**config.mk**
```make
export PLATFORM = sky130hd
export DESIGN_NAME = imu_frame_resync_parser
export DESIGN_NICKNAME = d
export VERILOG_FILES = /design/src/sv/ifrp_pkg.sv /design/src/sv/ifrp_front.sv /design/src/sv/ifrp_fifo.sv /design/src/sv/ifrp_back.sv /design/src/sv/imu_frame_resync_parser.sv
export SDC_FILE = /design/constraint.sdc
export NUM_CORES = 1
export LEC_CHECK = 0
export ABC_AREA = 1
export ABC_CLOCK_PERIOD_IN_PS = 6300
export BUFFER_PORTS_ARGS = -buffer_cell sky130_fd_sc_hd__buf_2
export CAP_MARGIN = 25
export CORE_MARGIN = 2
export CORE_UTILIZATION = 55
export CTS_BUF_LIST = sky130_fd_sc_hd__clkbuf_16
export DETAILED_ROUTE_END_ITERATION = 7
export GPL_TIMING_DRIVEN = 0
export PLACE_DENSITY = 0.76
export REMOVE_ABC_BUFFERS = 1
export SLEW_MARGIN = 5
export SYNTH_ARGS = -nofsm -noshare
export SYNTH_HDL_FRONTEND = slang
export SYNTH_SLANG_ARGS = --single-unit
```
**constraint.sdc**
```tcl
create_clock -name clk -period 6.3 [get_ports clk]
set_input_delay 0.315 -clock clk [delete_from_list [all_inputs] [get_ports clk]]
set_output_delay 0.315 -clock clk [all_outputs]
set_load 0.02 [all_outputs]
```
**src/sv/ifrp_pkg.sv**
```systemverilog
// Shared constants and types for the IMU frame resync parser.
// Used by the front end, the frame queue, the back end and the top level.
package ifrp_pkg;

  localparam int unsigned FrameLen  = 11;
  localparam int unsigned SumLen    = 10;
  localparam int unsigned FifoDepth = 4;
  localparam int unsigned FillW     = $clog2(SumLen + 1);
  localparam int unsigned WinIdxW   = $clog2(SumLen);
  localparam int unsigned FifoPtrW  = $clog2(FifoDepth);
  localparam int unsigned FifoCntW  = $clog2(FifoDepth + 1);

  localparam logic [7:0] HeaderByte = 8'h55;
  localparam logic [7:0] TypeAccel  = 8'h51;
  localparam logic [7:0] TypeGyro   = 8'h52;
  localparam logic [7:0] TypeAngle  = 8'h53;

  localparam logic [1:0] KindAccel = 2'd0;
  localparam logic [1:0] KindGyro  = 2'd1;
  localparam logic [1:0] KindAngle = 2'd2;
  localparam logic [1:0] KindOther = 2'd3;

  // A checked frame as it travels from the front end to the back end.
  // data holds frame bytes 2..9, byte 2 in the low eight bits.
  typedef struct packed {
    logic [7:0]  type_byte;
    logic [63:0] data;
  } frame_t;

endpackage

```
**src/sv/ifrp_front.sv**
```systemverilog
// Front end: keeps the byte window, a running sum, and checks each full window.
// Depends on ifrp_pkg.
module ifrp_front (
  input  logic             clk,
  input  logic             rst_n,
  input  logic             byte_valid,
  input  logic [7:0]       byte_in,
  output logic             frm_valid,
  output ifrp_pkg::frame_t frm
);
  import ifrp_pkg::*;

  logic [7:0]       win_r [SumLen];
  logic [FillW-1:0] fill_r;
  logic [FillW-1:0] fill_nxt;
  logic [7:0]       sum_r;
  logic [7:0]       sum_nxt;
  logic             win_full;
  logic             hit;

  // sum_r always holds the 8-bit sum of the stored bytes, so the checksum
  // test needs only one compare against the incoming eleventh byte.
  assign win_full  = (fill_r == FillW'(SumLen));
  assign hit       = win_full && (win_r[0] == HeaderByte) && (sum_r == byte_in);
  assign frm_valid = byte_valid && hit;

  always_comb begin
    frm.type_byte = win_r[1];
    for (int k = 0; k < SumLen - 2; k++) begin
      frm.data[8*k +: 8] = win_r[k+2];
    end
  end

  always_comb begin
    fill_nxt = fill_r;
    sum_nxt  = sum_r;
    if (byte_valid) begin
      if (!win_full) begin
        fill_nxt = fill_r + FillW'(1);
        sum_nxt  = sum_r + byte_in;
      end else if (hit) begin
        fill_nxt = '0;
        sum_nxt  = '0;
      end else begin
        sum_nxt = sum_r - win_r[0] + byte_in;
      end
    end
  end

  always_ff @(posedge clk) begin
    if (!rst_n) begin
      fill_r <= '0;
      sum_r  <= '0;
    end else begin
      fill_r <= fill_nxt;
      sum_r  <= sum_nxt;
    end
  end

  always_ff @(posedge clk) begin
    if (byte_valid) begin
      if (!win_full) begin
        win_r[fill_r[WinIdxW-1:0]] <= byte_in;
      end else if (!hit) begin
        for (int k = 0; k < SumLen - 1; k++) begin
          win_r[k] <= win_r[k+1];
        end
        win_r[SumLen-1] <= byte_in;
      end
    end
  end

endmodule

```
**src/sv/ifrp_fifo.sv**
```systemverilog
// Short queue of checked frames between the front end and the back end.
// Depends on ifrp_pkg.
module ifrp_fifo (
  input  logic             clk,
  input  logic             rst_n,
  input  logic             wr_en,
  input  ifrp_pkg::frame_t wr_data,
  output logic             full,
  input  logic             rd_en,
  output ifrp_pkg::frame_t rd_data,
  output logic             empty
);
  import ifrp_pkg::*;

  frame_t              mem_r [FifoDepth];
  logic [FifoPtrW-1:0] wr_ptr_r;
  logic [FifoPtrW-1:0] rd_ptr_r;
  logic [FifoCntW-1:0] cnt_r;
  logic                do_wr;
  logic                do_rd;

  assign full    = (cnt_r == FifoCntW'(FifoDepth));
  assign empty   = (cnt_r == '0);
  assign do_wr   = wr_en && !full;
  assign do_rd   = rd_en && !empty;
  assign rd_data = mem_r[rd_ptr_r];

  always_ff @(posedge clk) begin
    if (!rst_n) begin
      wr_ptr_r <= '0;
      rd_ptr_r <= '0;
      cnt_r    <= '0;
    end else begin
      if (do_wr) begin
        wr_ptr_r <= wr_ptr_r + FifoPtrW'(1);
      end
      if (do_rd) begin
        rd_ptr_r <= rd_ptr_r + FifoPtrW'(1);
      end
      if (do_wr && !do_rd) begin
        cnt_r <= cnt_r + FifoCntW'(1);
      end else if (do_rd && !do_wr) begin
        cnt_r <= cnt_r - FifoCntW'(1);
      end
    end
  end

  always_ff @(posedge clk) begin
    if (do_wr) begin
      mem_r[wr_ptr_r] <= wr_data;
    end
  end

endmodule

```
**src/sv/ifrp_back.sv**
```systemverilog
// Back end: decodes the frame kind, splits the words and holds the result register.
// Depends on ifrp_pkg.
module ifrp_back (
  input  logic             clk,
  input  logic             rst_n,
  input  logic             q_empty,
  input  ifrp_pkg::frame_t q_frm,
  output logic             q_pop,
  input  logic             pop,
  output logic             empty,
  output logic [1:0]       out_frame_kind,
  output logic [7:0]       out_type_byte,
  output logic [15:0]      out_value_a,
  output logic [15:0]      out_value_b,
  output logic [15:0]      out_value_c,
  output logic [15:0]      out_value_d
);
  import ifrp_pkg::*;

  logic        out_valid_r;
  logic [1:0]  kind_r;
  logic [1:0]  kind_nxt;
  logic [7:0]  type_r;
  logic [63:0] data_r;

  // The result register reloads from a non-empty queue when empty or being taken.
  assign q_pop = !q_empty && (!out_valid_r || pop);
  assign empty = !out_valid_r;

  always_comb begin
    unique case (q_frm.type_byte)
      TypeAccel: kind_nxt = KindAccel;
      TypeGyro:  kind_nxt = KindGyro;
      TypeAngle: kind_nxt = KindAngle;
      default:   kind_nxt = KindOther;
    endcase
  end

  always_ff @(posedge clk) begin
    if (!rst_n) begin
      out_valid_r <= 1'b0;
    end else if (q_pop) begin
      out_valid_r <= 1'b1;
    end else if (pop) begin
      out_valid_r <= 1'b0;
    end
  end

  always_ff @(posedge clk) begin
    if (q_pop) begin
      kind_r <= kind_nxt;
      type_r <= q_frm.type_byte;
      data_r <= q_frm.data;
    end
  end

  assign out_frame_kind = kind_r;
  assign out_type_byte  = type_r;
  assign out_value_a    = data_r[15:0];
  assign out_value_b    = data_r[31:16];
  assign out_value_c    = data_r[47:32];
  assign out_value_d    = data_r[63:48];

endmodule

```
**src/sv/imu_frame_resync_parser.sv**
```systemverilog
// Top level of the IMU frame resync parser: front end, frame queue, back end.
// Depends on ifrp_pkg, ifrp_front, ifrp_fifo and ifrp_back.
//
// The parser takes one byte per clock cycle while full is low and hunts for
// 11-byte frames that start with 0x55 and end in an 8-bit additive checksum;
// on a miss it slides by one byte. The checksum test is a single compare
// against a running window sum, so every byte is handled in the cycle it
// arrives. A checked frame enters a four-deep queue, then the result register
// that drives the result ports. full rises only when the queue holds four
// frames and the result register is also occupied, so a reader that pops at
// the frame rate never stalls the byte stream.
module imu_frame_resync_parser (
  input  logic        clk,
  input  logic        rst_n,
  input  logic        push,
  output logic        full,
  input  logic [7:0]  in_rx_byte,
  output logic        empty,
  input  logic        pop,
  output logic [1:0]  out_frame_kind,
  output logic [7:0]  out_type_byte,
  output logic [15:0] out_value_a,
  output logic [15:0] out_value_b,
  output logic [15:0] out_value_c,
  output logic [15:0] out_value_d
);
  import ifrp_pkg::*;

  logic   byte_acc;
  logic   frm_valid;
  frame_t frm;
  logic   q_full;
  logic   q_empty;
  logic   q_pop;
  frame_t q_frm;

  assign full     = q_full;
  assign byte_acc = push && !q_full;

  ifrp_front u_front (
    .clk        (clk),
    .rst_n      (rst_n),
    .byte_valid (byte_acc),
    .byte_in    (in_rx_byte),
    .frm_valid  (frm_valid),
    .frm        (frm)
  );

  ifrp_fifo u_fifo (
    .clk     (clk),
    .rst_n   (rst_n),
    .wr_en   (frm_valid),
    .wr_data (frm),
    .full    (q_full),
    .rd_en   (q_pop),
    .rd_data (q_frm),
    .empty   (q_empty)
  );

  ifrp_back u_back (
    .clk            (clk),
    .rst_n          (rst_n),
    .q_empty        (q_empty),
    .q_frm          (q_frm),
    .q_pop          (q_pop),
    .pop            (pop),
    .empty          (empty),
    .out_frame_kind (out_frame_kind),
    .out_type_byte  (out_type_byte),
    .out_value_a    (out_value_a),
    .out_value_b    (out_value_b),
    .out_value_c    (out_value_c),
    .out_value_d    (out_value_d)
  );

endmodule

```
==> Implementation_results.wiki <==
{| class="wikitable"
! Metric !! Value
|-
| Status || finished, final reports clean
|-
| Root buf cell || sky130_fd_sc_hd__clkbuf_16
|-
| Maximum fanout encountered on the critical timing path || 26
|-
| Clk sinks || 464
|-
| Initial antenna violation count || 2
|-
| Total power of the final layout || about 8.6 mW
|-
| Longest Clk Path Bufs || 3
|-
| Largest delay contributor family on the critical path || simple AND/OR/NAND/NOR gates
|-
| Clock-pin transition on the worst setup and hold timing paths || 0.06 ns
|-
| IR Drop Worst-Case VDD || 0.249 mV
|-
| Remaining Overflow, GRT || 0
|-
| Count of port buffers added during placement || 87
|-
| Final hold violation count || 0
|-
| Post-CTS Hold Fix Bufs || 0
|-
| Placed insts || around 1,800
|-
| Most prevalent standard cell on the critical path || sky130_fd_sc_hd__nor2_1
|-
| Setup violators final || 0
|-
| Max capacitance violation total || 0
|-
| H-tree depth || 2
|-
| Reg2reg start || u_front.sum_r[3]
|-
| Drt drc || 0
|-
| Std-Cell Core Area || 32,400 um^2
|-
| Hold WC Path Type || in2reg
|-
| Start point of the critical path || u_front.sum_r[3]
|-
| Number of vias in the routed layout || about 11,000
|-
| Arrival time of data at the critical path endpoint || approximately 3.2 ns
|-
| Number of setup buffers added after CTS || 0
|-
| Number of global-route vias before repair || 10,700
|-
| Worst EP required || ~6.5 ns
|-
| Yosys synthesis warning count || 0
|-
| Global router's overall resource usage || 0.219
|-
| Unrepaired setup endpoints after global routing || false
|-
| Combined area of all synthesized cells || 18,000 um^2
|-
| Sequential cell area fraction in the yosys report || 0.761
|-
| Share of the synthesized area in the top cell type || 0.736
|-
| P_leak || 7.43 nW
|-
| Number of rows created at floorplan || 66
|-
| Layout Nets || 1,494
|-
| I/O Pins || 88
|-
| Wire length per cell after detailed routing || 19.0 um
|-
| Register bit count reported by yosys || 464
|-
| Hold Crit Depth || 1
|-
| Cell chain of the critical path || ha_1 -> nor2_1 -> nand2_1 -> nor2_1 -> nand4_2 -> nor2_4 -> buf_16 -> buf_12
|-
| Async SR Flop Fraction || 0
|-
| Buf+Inv Stages, Crit Path || 2
|-
| Count of flip-flops with a built-in enable after synthesis || between 400 and 500
|-
| Destination of the critical timing path || u_fifo.mem_r[2][19]
|-
| Depth of the worst register-to-register path || 8
|-
| Antenna-violating nets left || 0
|-
| Largest net degree at the start of global routing || between 100 and 150
|-
| Number of iterations in the first detailed-routing pass || 6
|-
| Headroom to the max-slew limit || 0.330
|-
| GR met1 Demand/Resource || 0.295
|-
| Slew Viols, Final || 0
|-
| Total wire length after detailed routing || 36,700 um
|-
| Clk_lat worst skew || 0.54 ns
|-
| Critical path class || reg2reg
|-
| Top post-synthesis cells by count || sky130_fd_sc_hd__edfxtp_1, sky130_fd_sc_hd__nand2_1, sky130_fd_sc_hd__nor2_1, sky130_fd_sc_hd__o21ai_0, sky130_fd_sc_hd__inv_1
|-
| GR met3 Demand/Resource || 0.0385
|-
| Area Growth Syn to Fin || 14.7%
|-
| Post-cts sizing count || 0
|-
| Synth Flop Type || sky130_fd_sc_hd__edfxtp_1
|-
| Estimated wirelength of the detail-placed design || 21,500 um
|-
| Synthesized netlist cell count || 1,355
|-
| Achievable frequency || around 330 MHz
|-
| Placer Congestion || 0.831
|-
| Peak-usage layer in the global routing report || met2
|-
| Starting density of the core || 0.557
|-
| Critical Path Sink Type || register
|-
| Drt via density || 5.65
|-
| Inserted Clock Buffers || 45
|-
| Yosys cell types || 40
|-
| Count of routing violations after the opening detailed-route iteration || 1,092
|-
| Per-instance average area after synthesis || approximately 13 um^2
|-
| Areal power density over the cells || approximately 420 nW/um^2
|-
| Setup crit start kind || register
|-
| CP Depth || 8
|-
| CP max stage delay || 0.67 ns
|-
| Measured slew at the worst slew-check pin || 1.00 ns
|-
| CTS tree || done
|-
| Most frequent cell after synthesis || sky130_fd_sc_hd__edfxtp_1
|-
| Most area-hungry cell type in the Yosys netlist || sky130_fd_sc_hd__edfxtp_1
|-
| Layout Cells excl Fill || 1,928
|-
| Reg-to-reg setup timing slack || 3.30 ns
|-
| Die width || approximately 190 um
|-
| Die ar. || 34,200 um^2
|-
| Fraction of layout instances using a drive strength above 1 || 0.137
|-
| Clock Skews || between 0.015 and 0.02 ns
|-
| First-pass GRT wire length || 57,300 um
|-
| Chip height || 185 um
|-
| Grt met2 use || 0.357
|-
| Reg2reg end || u_fifo.mem_r[2][19]
|-
| Number of filler instances in the final layout || 2,315
|-
| Slowest cell on the critical path || sky130_fd_sc_hd__nor2_4
|-
| Final worst-path cycle share || 0.476
|-
| Ranking of synthesized cells by area || sky130_fd_sc_hd__edfxtp_1, sky130_fd_sc_hd__nand2_1, sky130_fd_sc_hd__o21ai_0
|-
| Post-layout min period || 3.00 ns
|}
-- cell families (layout without fill, tap and decap cells) --
logic type      Yosys count  count (layout)  share of synthesized area
xor+xnor                  9               9                    0.00437
other cells               0               1                          0
compound gates          258             258                     0.0770
fa+ha+maj                29              29                     0.0239
buf+inv                 150             280                     0.0335
simple gates            445             445                      0.101
flops                   464             464                      0.761
-- state kept, by name, summed over array words and instances (netlist names), 3 cells and up, named ones only --
register / count
u_fifo.mem_r: 288
u_front.win_r: 80
u_back.data_r: 64
u_back.out_type_byte: 8
u_front.sum_r: 8
u_front.fill_r: 4
u_fifo.cnt_r: 3
-- metal layers --
layer	part of all wire	up-vias
li1	-	5007
met1	0.40	5270
met5	0	-
met3	0.077	96
met2	0.48	516
met4	0.033	0
-- report_power, final --
group | internal, mW | total (mW) | switching (mW)
Clock | 1.55 | 2.64 | 1.09
Sequential | 3.81 | 3.98 | 0.165
Combinational | 0.638 | 2.01 | 1.37
Total | 6.00 | 8.63 | 2.63
-- worst register-to-register path: stages (launching register included) --
cell and delay [ns]:
sky130_fd_sc_hd__dfxtp_1 0.34, sky130_fd_sc_hd__ha_1 0.36, sky130_fd_sc_hd__nor2_1 0.13, sky130_fd_sc_hd__nand2_1 0.06, sky130_fd_sc_hd__nor2_1 0.24, sky130_fd_sc_hd__nand4_2 0.41
sky130_fd_sc_hd__nor2_4 0.67, sky130_fd_sc_hd__buf_16 0.25, sky130_fd_sc_hd__buf_12 0.22
-- per-stage QoR --
stage | area [um^2] | TNS (ns) | utilization | hold slack, ns | worst slack (ns)
after CTS | 20700 | 0 | 0.639 | 0.0142 | 3.27
after global routing | 20700 | 0 | 0.639 | 0.0240 | 3.13
after global placement | 18800 | -571.97 | 0.580 | 0.447 | -2.06
after detailed placement | 19200 | 0 | 0.594 | 0.460 | 3.12
final | 20700 | 0 | 0.639 | 0.0339 | 3.30
after floorplan | 17800 | 0 | - | 0.414 | 0.282
-- worst min-delay path by stage --
stage / endpoint / slack, ns / from
after floorplan: u_front.win_r[9][0] / 0.41 / in_rx_byte[0]
after global placement: u_fifo.rd_ptr_r[1] / 0.45 / u_fifo.rd_ptr_r[1]
after detailed placement: register / 0.46 / u_fifo.rd_ptr_r[1]
after CTS: u_front.win_r[9][1] / 0.01 / in_rx_byte[1]
after global routing: u_front.win_r[9][1] / 0.02 / in_rx_byte[1]
final: u_front.win_r[9][1] / 0.03 / in_rx_byte[1]
-- placed cells by master, fill, tap and decap left out, types with 5 or more instances in the layout --
master / Yosys / final
sky130_fd_sc_hd__clkbuf_16: 0 / 47
sky130_fd_sc_hd__a21oi_1: 29 / 29
sky130_fd_sc_hd__buf_2: 12 / 89
sky130_fd_sc_hd__nand4_1: 5 / 5
sky130_fd_sc_hd__clkinv_1: 1 / 10
sky130_fd_sc_hd__fa_1: 9 / 9
sky130_fd_sc_hd__o22ai_1: 66 / 66
sky130_fd_sc_hd__nand3_1: 29 / 29
sky130_fd_sc_hd__bufinv_16: 0 / 5
sky130_fd_sc_hd__edfxtp_1: 442 / 442
sky130_fd_sc_hd__o21ai_0: 155 / 155
sky130_fd_sc_hd__xor2_1: 5 / 5
sky130_fd_sc_hd__dfxtp_1: 22 / 20
sky130_fd_sc_hd__inv_1: 84 / 93
sky130_fd_sc_hd__nor2_4: 1 / 5
sky130_fd_sc_hd__ha_1: 20 / 20
sky130_fd_sc_hd__inv_2: 9 / 8
sky130_fd_sc_hd__nand2_2: 11 / 11
sky130_fd_sc_hd__nand2_1: 221 / 221
sky130_fd_sc_hd__nor2_1: 163 / 159
sky130_fd_sc_hd__buf_12: 0 / 13
sky130_fd_sc_hd__buf_16: 0 / 5
-- layout make-up --
class / instances / area, um^2 / share of cell area
flip-flops and latches: 464 / 13700 / 0.663
diodes: 1 / 2.50 / 0.000121
multi-input cells: 741 / 3760 / 0.182
well taps: 442 / 553 / 0.0267
clock inverters: 32 / 274 / 0.0132
repair buffers: 107 / 843 / 0.0408
clock buffers: 47 / 1180 / 0.0568
inverters: 94 / 360 / 0.0174
No activity file was read; power rests on OpenSTA's default activity.
